File: config.mk
export PLATFORM = sky130hd
export DESIGN_NAME = sorted_list_insert_find_top
export DESIGN_NICKNAME = d
export VERILOG_FILES = /design/src/design/sli_pkg.sv /design/src/design/sli_cell.sv /design/src/design/sorted_list_insert_find_top.sv
export SDC_FILE = /design/constraint.sdc
export NUM_CORES = 1
export LEC_CHECK = 0
export ABC_CLOCK_PERIOD_IN_PS = 14600
export BUFFER_PORTS_ARGS = -buffer_cell sky130_fd_sc_hd__buf_4
export CAP_MARGIN = 10
export CELL_PAD_IN_SITES_DETAIL_PLACEMENT = 1
export CELL_PAD_IN_SITES_GLOBAL_PLACEMENT = 1
export CORE_ASPECT_RATIO = 2
export CORE_MARGIN = 5
export CORE_UTILIZATION = 56
export DETAILED_ROUTE_END_ITERATION = 16
export PLACE_DENSITY_LB_ADDON = 0.1
export SETUP_SLACK_MARGIN = 0.05
export SLEW_MARGIN = 40
export SYNTH_ARGS = -nofsm -noshare
export SYNTH_HDL_FRONTEND = slang
export SYNTH_SLANG_ARGS = --single-unit
File: constraint.sdc
create_clock -name clk -period 14.6 [get_ports clk]
set_input_delay 2.92 -clock clk [delete_from_list [all_inputs] [get_ports clk]]
set_output_delay 2.92 -clock clk [all_outputs]
set_load 0.005 [all_outputs]
File: src/design/sli_pkg.sv
// Shared types and constants for the sorted insertion list.
`timescale 1ns / 1ps

package sli_pkg;

  // Number of cells in the chain, one stored value each.
  localparam int CAPACITY = 16;
  // Width of the fill counter: it must hold CAPACITY itself.
  localparam int CNT_W    = $clog2(CAPACITY + 1);
  localparam int VALUE_W  = 32;
  // Width of the position and count fields of a result word.
  localparam int FIELD_W  = 5;
  localparam int KIND_W   = 2;

  typedef enum logic [KIND_W-1:0] {
    KIND_INSERT = 2'd0,
    KIND_FIND   = 2'd1,
    KIND_CLEAR  = 2'd2
  } kind_t;

  // Flags that one cell hands to its right-hand neighbour.
  typedef struct packed {
    logic cond;  // this cell is at or beyond the insert slot
    logic eq;    // this cell holds a live copy of the searched value
  } sli_link_t;

endpackage

File: src/design/sli_cell.sv
// One cell of the sorted chain: stores a value, compares it and shifts right on insert.
`timescale 1ns / 1ps

module sli_cell
  import sli_pkg::*;
(
  input  logic                      clk,
  input  logic                      occupied,    // cell index lies below the fill count
  input  logic                      shift_en,    // an accepted insert is being applied
  input  logic signed [VALUE_W-1:0] key,         // value of the item under execution
  input  logic signed [VALUE_W-1:0] left_value,  // stored value of the left neighbour
  input  sli_link_t                 link_i,      // flags of the left neighbour
  output logic signed [VALUE_W-1:0] value_o,
  output sli_link_t                 link_o,
  output logic                      first_o      // first live match in the chain
);

  logic signed [VALUE_W-1:0] value_r;
  logic signed [VALUE_W-1:0] value_nxt;

  // The insert slot is the first cell that is empty or holds a greater value.
  // Cells to its right take their neighbour's value, the slot takes the key.
  always_comb begin
    link_o.cond = !occupied || (value_r > key);
    link_o.eq   = occupied && (value_r == key);
    first_o     = link_o.eq && !link_i.eq;
    value_nxt   = value_r;
    if (shift_en) begin
      if (link_i.cond) begin
        value_nxt = left_value;
      end else if (link_o.cond) begin
        value_nxt = key;
      end
    end
  end

  always_ff @(posedge clk) begin
    value_r <= value_nxt;
  end

  assign value_o = value_r;

endmodule

File: src/design/sorted_list_insert_find_top.sv
// Top level of the sorted insertion list: input stage, cell chain, fill count and result register.
`timescale 1ns / 1ps

// Sorted insertion list. The block keeps up to CAPACITY signed 32-bit values in
// ascending order in a chain of cells, one value per cell. Each input word
// carries a kind in in_tuser and a value in in_tdata: an insert places the value
// after any equal ones, a find returns the 1-based position of the first match
// (0 when absent) and a clear empties the list. Every input word gives exactly
// one result word with ok in out_tuser and the position and the count after the
// item in out_tdata. An insert into a full list is refused with ok low and the
// list unchanged. An accepted word is held in an input register, then all cells
// compare against it at once and shift right by one place on an insert, and the
// result is written to the output register. One word per cycle is taken for as
// long as the result side keeps up. The output register stalls the execute step
// when its word is not taken, and in_tready drops while the input register is
// holding a word that cannot execute. Stored values that lie beyond the count
// are never looked at, so the cells need no clearing after reset.

module sorted_list_insert_find_top
  import sli_pkg::*;
(
  input  logic        clk,
  input  logic        rst_n,
  // Input channel.
  input  logic        in_tvalid,
  output logic        in_tready,
  input  logic [31:0] in_tdata,   // [31:0] value (signed)
  input  logic [1:0]  in_tuser,   // [1:0] kind
  // Result channel.
  output logic        out_tvalid,
  input  logic        out_tready,
  output logic [15:0] out_tdata,  // [4:0] position, [9:5] count, [15:10] zero
  output logic        out_tuser   // [0] ok
);

  localparam int PAD_W = 16 - 2 * FIELD_W;

  // Input register: the word waiting to execute.
  logic                      busy_r;
  logic                      busy_nxt;
  kind_t                     kind_r;
  logic signed [VALUE_W-1:0] value_r;

  // Number of live values in the chain.
  logic [CNT_W-1:0]          fill_r;
  logic [CNT_W-1:0]          fill_nxt;

  // Result register.
  logic                      out_valid_r;
  logic                      out_valid_nxt;
  logic                      ok_r;
  logic                      ok_nxt;
  logic [FIELD_W-1:0]        pos_r;
  logic [FIELD_W-1:0]        pos_nxt;
  logic [FIELD_W-1:0]        count_r;
  logic [FIELD_W-1:0]        count_nxt;

  logic                      in_fire;
  logic                      out_free;
  logic                      exec;
  logic                      full;
  logic                      shift_en;
  logic                      found;
  logic [CNT_W-1:0]          match_pos;

  logic signed [VALUE_W-1:0] cell_value [CAPACITY];
  sli_link_t                 cell_link  [CAPACITY];
  logic [CAPACITY-1:0]       first;

  // The result register is free when empty or when its word leaves now; the
  // waiting word executes exactly then, which also frees the input register.
  assign out_free  = !out_valid_r || out_tready;
  assign exec      = busy_r && out_free;
  assign in_tready = !busy_r || out_free;
  assign in_fire   = in_tvalid && in_tready;

  assign full      = (fill_r == CNT_W'(CAPACITY));
  assign shift_en  = exec && (kind_r == KIND_INSERT) && !full;

  // The chain of cells. The leftmost cell sees an empty neighbour that is never
  // past the insert slot and never matches.
  for (genvar i = 0; i < CAPACITY; i++) begin : g_cell
    logic signed [VALUE_W-1:0] left_value;
    sli_link_t                 left_link;

    if (i == 0) begin : g_head
      assign left_value = '0;
      assign left_link  = '0;
    end else begin : g_body
      assign left_value = cell_value[i-1];
      assign left_link  = cell_link[i-1];
    end

    sli_cell u_cell (
      .clk        (clk),
      .occupied   (CNT_W'(i) < fill_r),
      .shift_en   (shift_en),
      .key        (value_r),
      .left_value (left_value),
      .link_i     (left_link),
      .value_o    (cell_value[i]),
      .link_o     (cell_link[i]),
      .first_o    (first[i])
    );
  end

  // Equal values sit next to each other, so at most one cell flags the first
  // match and its position can be gathered with a plain OR.
  always_comb begin
    match_pos = '0;
    for (int i = 0; i < CAPACITY; i++) begin
      if (first[i]) begin
        match_pos = match_pos | CNT_W'(i + 1);
      end
    end
  end
  assign found = |first;

  always_comb begin
    busy_nxt      = busy_r;
    fill_nxt      = fill_r;
    out_valid_nxt = out_valid_r;
    ok_nxt        = ok_r;
    pos_nxt       = pos_r;
    count_nxt     = count_r;

    if (out_valid_r && out_tready) begin
      out_valid_nxt = 1'b0;
    end

    if (exec) begin
      busy_nxt      = 1'b0;
      out_valid_nxt = 1'b1;
      ok_nxt        = 1'b0;
      pos_nxt       = '0;
      case (kind_r)
        KIND_INSERT: begin
          if (!full) begin
            fill_nxt = fill_r + CNT_W'(1);
            ok_nxt   = 1'b1;
          end
        end
        KIND_FIND: begin
          ok_nxt  = found;
          pos_nxt = FIELD_W'(match_pos);
        end
        KIND_CLEAR: begin
          fill_nxt = '0;
          ok_nxt   = 1'b1;
        end
        default: begin
          // Unused kind: no change, refused.
          ok_nxt = 1'b0;
        end
      endcase
      count_nxt = FIELD_W'(fill_nxt);
    end

    if (in_fire) begin
      busy_nxt = 1'b1;
    end
  end

  always_ff @(posedge clk) begin
    if (!rst_n) begin
      busy_r      <= 1'b0;
      fill_r      <= '0;
      out_valid_r <= 1'b0;
    end else begin
      busy_r      <= busy_nxt;
      fill_r      <= fill_nxt;
      out_valid_r <= out_valid_nxt;
    end
  end

  always_ff @(posedge clk) begin
    if (in_fire) begin
      kind_r  <= kind_t'(in_tuser);
      value_r <= in_tdata;
    end
    ok_r    <= ok_nxt;
    pos_r   <= pos_nxt;
    count_r <= count_nxt;
  end

  assign out_tvalid = out_valid_r;
  assign out_tuser  = ok_r;
  assign out_tdata  = {PAD_W'(0), count_r, pos_r};

endmodule

# Word level (Yosys, flattened, before mapping)
# Cells that the tools add are included.
[classes]
n_addsub = 1
mul = 0
div = 0
n_lt_le_gt_ge = 32
eq_ne = 19
shifts = 0
n_mux = 54
n_bitwise = 0
reduce_logical = 123
[op_table]
columns = ["operator", "count"]
rows = [
  ["$mux 32", 30],
  ["$eq 32x32->1", 16],
  ["$gt 32x32->1", 16],
  ["$lt 4x5->1 const A", 8],
  ["$logic_and 1x1->1", 36],
  ["$logic_not 1->1", 34],
  ["$reduce_bool 2->1", 17],
  ["$mux 4", 8],
  ["$reduce_and 2->1", 16],
  ["$lt 3x5->1 const A", 4],
  ["$logic_or 1x1->1", 18],
  ["$reduce_or 16->1", 1],
  ["$mux 3", 4],
  ["$lt 1x5->1 const A", 2],
  ["$lt 2x5->1 const A", 2],
  ["$mux 5", 2],
  ["$pmux 5 s2", 1],
  ["$mux 1", 6],
  ["$add 5x1->5 const B", 1],
  ["$eq 5x5->1 const B", 1],
  ["$mux 2", 2],
  ["$pmux 1 s3", 1],
  ["$eq 2x1->1 const B", 1],
  ["$eq 2x2->1 const B", 1],
  ["$logic_not 2->1", 1],
]
[totals]
regBits = 564
latch_bits = 0
ram_bits = 0
mem_bits_ro = 0
input_bits = 38
output_inout_bits = 19
word_cells = 253
n_memories = 0

# Logic depth before layout (Yosys ltp)
[depth]
depth_word = 19
ltp_mapped = 12

# By module
# From an unflattened synthesis, not the netlist that was laid out.
[hier_totals]
cells_unflattened = 3678
area_unflattened_um2 = 36326.1
[by_module_without_submodules]
columns = ["module", "instances", "cells_each", "area_per_inst_um2", "seq_area_each_um2"]
rows = [
  ["sli_cell", 16, 220, 2138.3, 960.9],
  ["sorted_list_insert_find_top", 1, 158, 2113.3, 1491.4],
]

# Worst setup path before layout
# Ideal clock, no wire load.
[synth_path]
path_type = "input to register"
startpoint = "input port out_tready"
endpoint = "register g_cell[5].u_cell.value_r[0], enable pin"
setup_ps = 432
arrival_ps = 5751
t_required_ps = 14168
slack_ps = 8417
stages = 6
n_path_buf = 2
path_cell_list = "nor2b_1 > nor2b_1 > clkbuf_1 > nand2_1 > clkbuf_1 > a21oi_1"
[synth_via]
elab_chain_len = 5
[synth_rtl]
columns = ["item", "line", "rtl"]
rows = [
  ["from (decl)", "sorted_list_insert_find_top.sv:31", "input logic out_tready,"],
  ["$logic_or 1x1->1", "sorted_list_insert_find_top.sv:72", "assign out_free = !out_valid_r || out_tready;"],
  ["$logic_and 1x1->1", "sorted_list_insert_find_top.sv:73", "assign exec = busy_r && out_free;"],
  ["net exec", "sorted_list_insert_find_top.sv:60", "logic exec;"],
  ["$logic_and 1x1->1 (2 in series)", "sorted_list_insert_find_top.sv:78", "assign shift_en = exec && (kind_r == KIND_INSERT) && !full;"],
  ["$reduce_and 2->1 (no line)", "--", ""],
  ["to (signal assigned)", "sli_cell.sv:38", "value_r <= value_nxt;"],
  ["to (decl)", "sli_cell.sv:18", "logic signed [VALUE_W-1:0] value_r;"],
]
# The timed path passes the listed nets, and every way through them passes these cells.
# A chain may end at the register's enable or synchronous reset.

# Final worst setup path
[layout_path]
startpoint = "input port out_tready"
endpoint = "output port in_tready"
[layout_via]
elab_chain_len = 2
[layout_rtl]
columns = ["item", "line", "rtl"]
rows = [
  ["$logic_or 1x1->1", "sorted_list_insert_find_top.sv:72", ""],
  ["$logic_or 1x1->1", "sorted_list_insert_find_top.sv:74", "assign in_tready = !busy_r || out_free;"],
  ["to (decl)", "sorted_list_insert_find_top.sv:26", "output logic in_tready,"],
]
# Every way passes these cells.

==> results.py <==
metrics = {
    "status": {
        "status": "completed",
    },
    "setup_path": {
        "ff2ff_setup_slack_ns": 9.30,
        "critPathKind": "input pin to primary output",
        "startpoint_type": "input pin",
        "endpoint_kind": "primary output",
        "cp_data_arrival_time_ns": 3.64,
        "cp_max_fo": 4,
        "required_ns": 11.68,
    },
    "clocking": {
        "clock_path_buffers": 3,
        "clk_latency_ns": 0.65,
        "cts_resized": 0,
        "cts_buffers": 53,
        "cts.clk_slew.worst_paths_ns": 0.07,
        "h-tree-depth": 2,
        "cts_setup_buffers": 0,
        "cts_tree": "done",
        "root_buffer": "clkbuf_16",
        "cts_hold_buf": 0,
        "clock-sinks": 564,
    },
    "drt": {
        "vias": 28674,
        "viasPerCell": 7.02,
        "drcViolationCount": 0,
        "post_drt_wl_per_cell_microns": 32.6,
        "wl_microns": 133000,
        "ant_nets": 0,
        "drt_iter0_drc": 2296,
        "first_pass_iters": 6,
    },
    "global_routing": {
        "grt_pass1_vias": 31083,
        "grt-ovfl-total": 0,
        "antenna_found_initial": 3,
        "grt_max_degree": 35,
        "grt_pass1_wl_microns": 196000,
        "grt_usage_pct": 38.2,
    },
    "power_and_ir_drop": {
        "leakagePower_uw": 0.0155,
        "ir_drop_mv": 0.104,
        "powerDensity_mw_per_mm2": 92.7,
    },
    "logic_synthesis": {
        "synth_area_per_cell_sq_um": 11.0,
        "synth-seq-cells": 564,
        "synth_area_sq_mm": 0.0353,
        "ys_types": 66,
        "ys_warn_count": 0,
        "synth_edf_count": 557,
        "synth_ff_type": "edfxtp_1",
        "seq_area_frac_synth_pct": 47.8,
        "synthCells": 3215,
        "async_reset_ff_share_pct": 0,
    },
    "hold_path": {
        "hold_path_class": "flip-flop to flip-flop",
    },
    "sta": {
        "period_needed_ns": 6.56,
        "drv_slew": 0,
        "finalCritPeriodShare_pct": 44.9,
        "finClkSkew_ns": 0.0328,
        "slew_headroom_pct": 39.7,
        "final.setup.worst_slack_ns": 8.04,
        "setup_viol": 0,
        "fmax_mhz": 152,
        "finalHoldViolations": 0,
        "setup_tns_ns": 0,
        "holdWs_ns": 0.551,
        "rsz0062_at_grt": "false",
        "worst_pin_slew_ns": 0.905,
    },
    "die": {
        "die_area_sq_mm": 0.0685,
        "core_sq_mm": 0.0626,
        "die_h_microns": 365,
        "num_rows": 130,
        "pin_count": 57,
        "start_util_pct": 56.4,
        "chipWidth_microns": 188,
    },
    "placement": {
        "pre_cts_ws_ns": 8.05,
        "hpwl_microns": 98100,
        "post_dp_cell_area_sq_mm": 0.0372,
        "dp.cells": 3990,
        "io_buffers": 50,
        "gp_congestion": 1.02,
    },
    "final_layout": {
        "fin_cells": 4087,
        "fillers": 6540,
        "fin_area_sq_mm": 0.0388,
        "synthToLayoutAreaGrowth_pct": 9.82,
        "drive_gt1_share_pct": 12.8,
        "finalNetCount": 3805,
    },
    "job": {
        "cap_violations": 0,
    },
}
-- final timing paths --
check / start / to / depth (start not counted)
setup / recovery: out_tready / in_tready / 4
hold / removal: busy_r / out_tvalid / 1
setup reg to reg: value_r[27] / g_cell[2].u_cell.value_o[19] / 10
hold reg to reg: busy_r / out_tvalid / 1
-- metal layers --
metal	global-route usage, %	up-vias	wire length, microns
li1	-	12642	-
met1	40.5	14407	46300
met2	67.0	1150	65900
met3	5.10	475	6810
met4	32.0	0	14300
met5	0	-	0
-- per-stage QoR --
step	total power (uW)	util, %
after floorplan	2070	-
after global placement	2210	58.7
after detailed placement	2250	59.3
after CTS	3590	61.9
after global routing	3700	61.9
final	3600	61.9
-- synthesized netlist by cell type, types with 10 or more instances --
library cell,n,area share [%]
a21oi_1,241,3.4
a21o_1,26,0.55
a2111oi_0,12,0.30
ha_1,514,18
edfxtp_1,557,47
nor2_1,37,0.39
nor3b_1,11,0.23
o211ai_1,12,0.26
nand3_2,30,0.85
a21boi_0,13,0.28
nand2_1,155,1.6
a221oi_1,24,0.60
nor2b_1,14,0.25
mux2_2,98,3.1
o21ai_0,465,6.6
and4_1,11,0.27
nand3_1,372,5.3
a2111o_1,12,0.38
and3_1,18,0.32
a211o_1,11,0.27
buf_2,16,0.23
nor4_1,17,0.30
inv_1,101,1.1
nand4_1,107,1.9
o21ai_2,30,0.74
a221o_1,10,0.28
nor3_1,50,0.71
clkbuf_1,130,1.4
-- where the power goes --
group	total, uW	leakage, uW	switching [uW]	internal [uW]
combinational	383	0.00956	254	129
clock	1370	0.000780	652	720
sequential	1840	0.00515	37.4	1800
total	3600	0.0155	943	2650
-- layout by cell type (no fill, tap or decap), types with 11 or more instances in the layout --
| cell type | synthesis | routed |
|---|---|---|
| nand4_1 | 107 | 107 |
| nor3b_1 | 11 | 11 |
| mux2_2 | 98 | 98 |
| nor4_1 | 17 | 12 |
| o21ai_0 | 465 | 465 |
| a221oi_1 | 24 | 24 |
| o211ai_1 | 12 | 12 |
| edfxtp_1 | 557 | 557 |
| inv_1 | 101 | 100 |
| a21o_1 | 26 | 26 |
| a21oi_4 | 0 | 12 |
| ha_1 | 514 | 514 |
| buf_8 | 0 | 11 |
| a21boi_0 | 13 | 13 |
| clkbuf_1 | 130 | 13 |
| o21ai_2 | 30 | 30 |
| clkinv_1 | 0 | 15 |
| a211o_1 | 11 | 11 |
| and3_1 | 18 | 18 |
| nor2b_1 | 14 | 13 |
| clkbuf_16 | 0 | 53 |
| a2111oi_0 | 12 | 11 |
| nand3_1 | 372 | 372 |
| buf_4 | 6 | 125 |
| nand2_1 | 155 | 155 |
| a21oi_1 | 241 | 221 |
| nor3_1 | 50 | 50 |
| nand3_2 | 30 | 30 |
| nor2_1 | 37 | 35 |
| and4_1 | 11 | 11 |
-- final cells by class --
type	count	area [sq um]	share of cell area (%)
Sequential cell	564	16900	43.5
Multi-Input combinational cell	2390	17700	45.5
Antenna cell	1	2.50	0.00645
Tap cell	792	991	2.55
Clock inverter	30	228	0.587
Clock buffer	66	1380	3.54
Inverter	101	379	0.977
Timing Repair Buffer	143	1300	3.34
-- logic make-up (layout without fill, tap and decap cells) --
logic type,after synthesis,count (layout),share of synthesized area (%)
multiplexers,103,103,3.27
AO/OA/AOI/OAI,904,904,14.7
flip-flops,564,564,47.8
other,1,7,0.0106
buffers and inverters,266,340,3.07
AND/OR/NAND/NOR,863,863,13.0
adder cells (fa/ha/maj),514,514,18.2
-- state kept, by name, summed over array words and instances (netlist names) --
| name | count |
|---|---|
| pos_r | 5 |
| out_tuser | 1 |
| out_tvalid | 1 |
| g_cell.u_cell.value_o | 512 |
| value_r | 32 |
| kind_r | 2 |
| busy_r | 1 |
| fill_r | 5 |
| count_r | 5 |
-- critical path, cell delays in order --
cell     delay (ns)
buf_4          0.11
nor2b_1        0.32
nand2_1        0.14
buf_4          0.15
No activity file was read; power rests on OpenSTA's default activity.
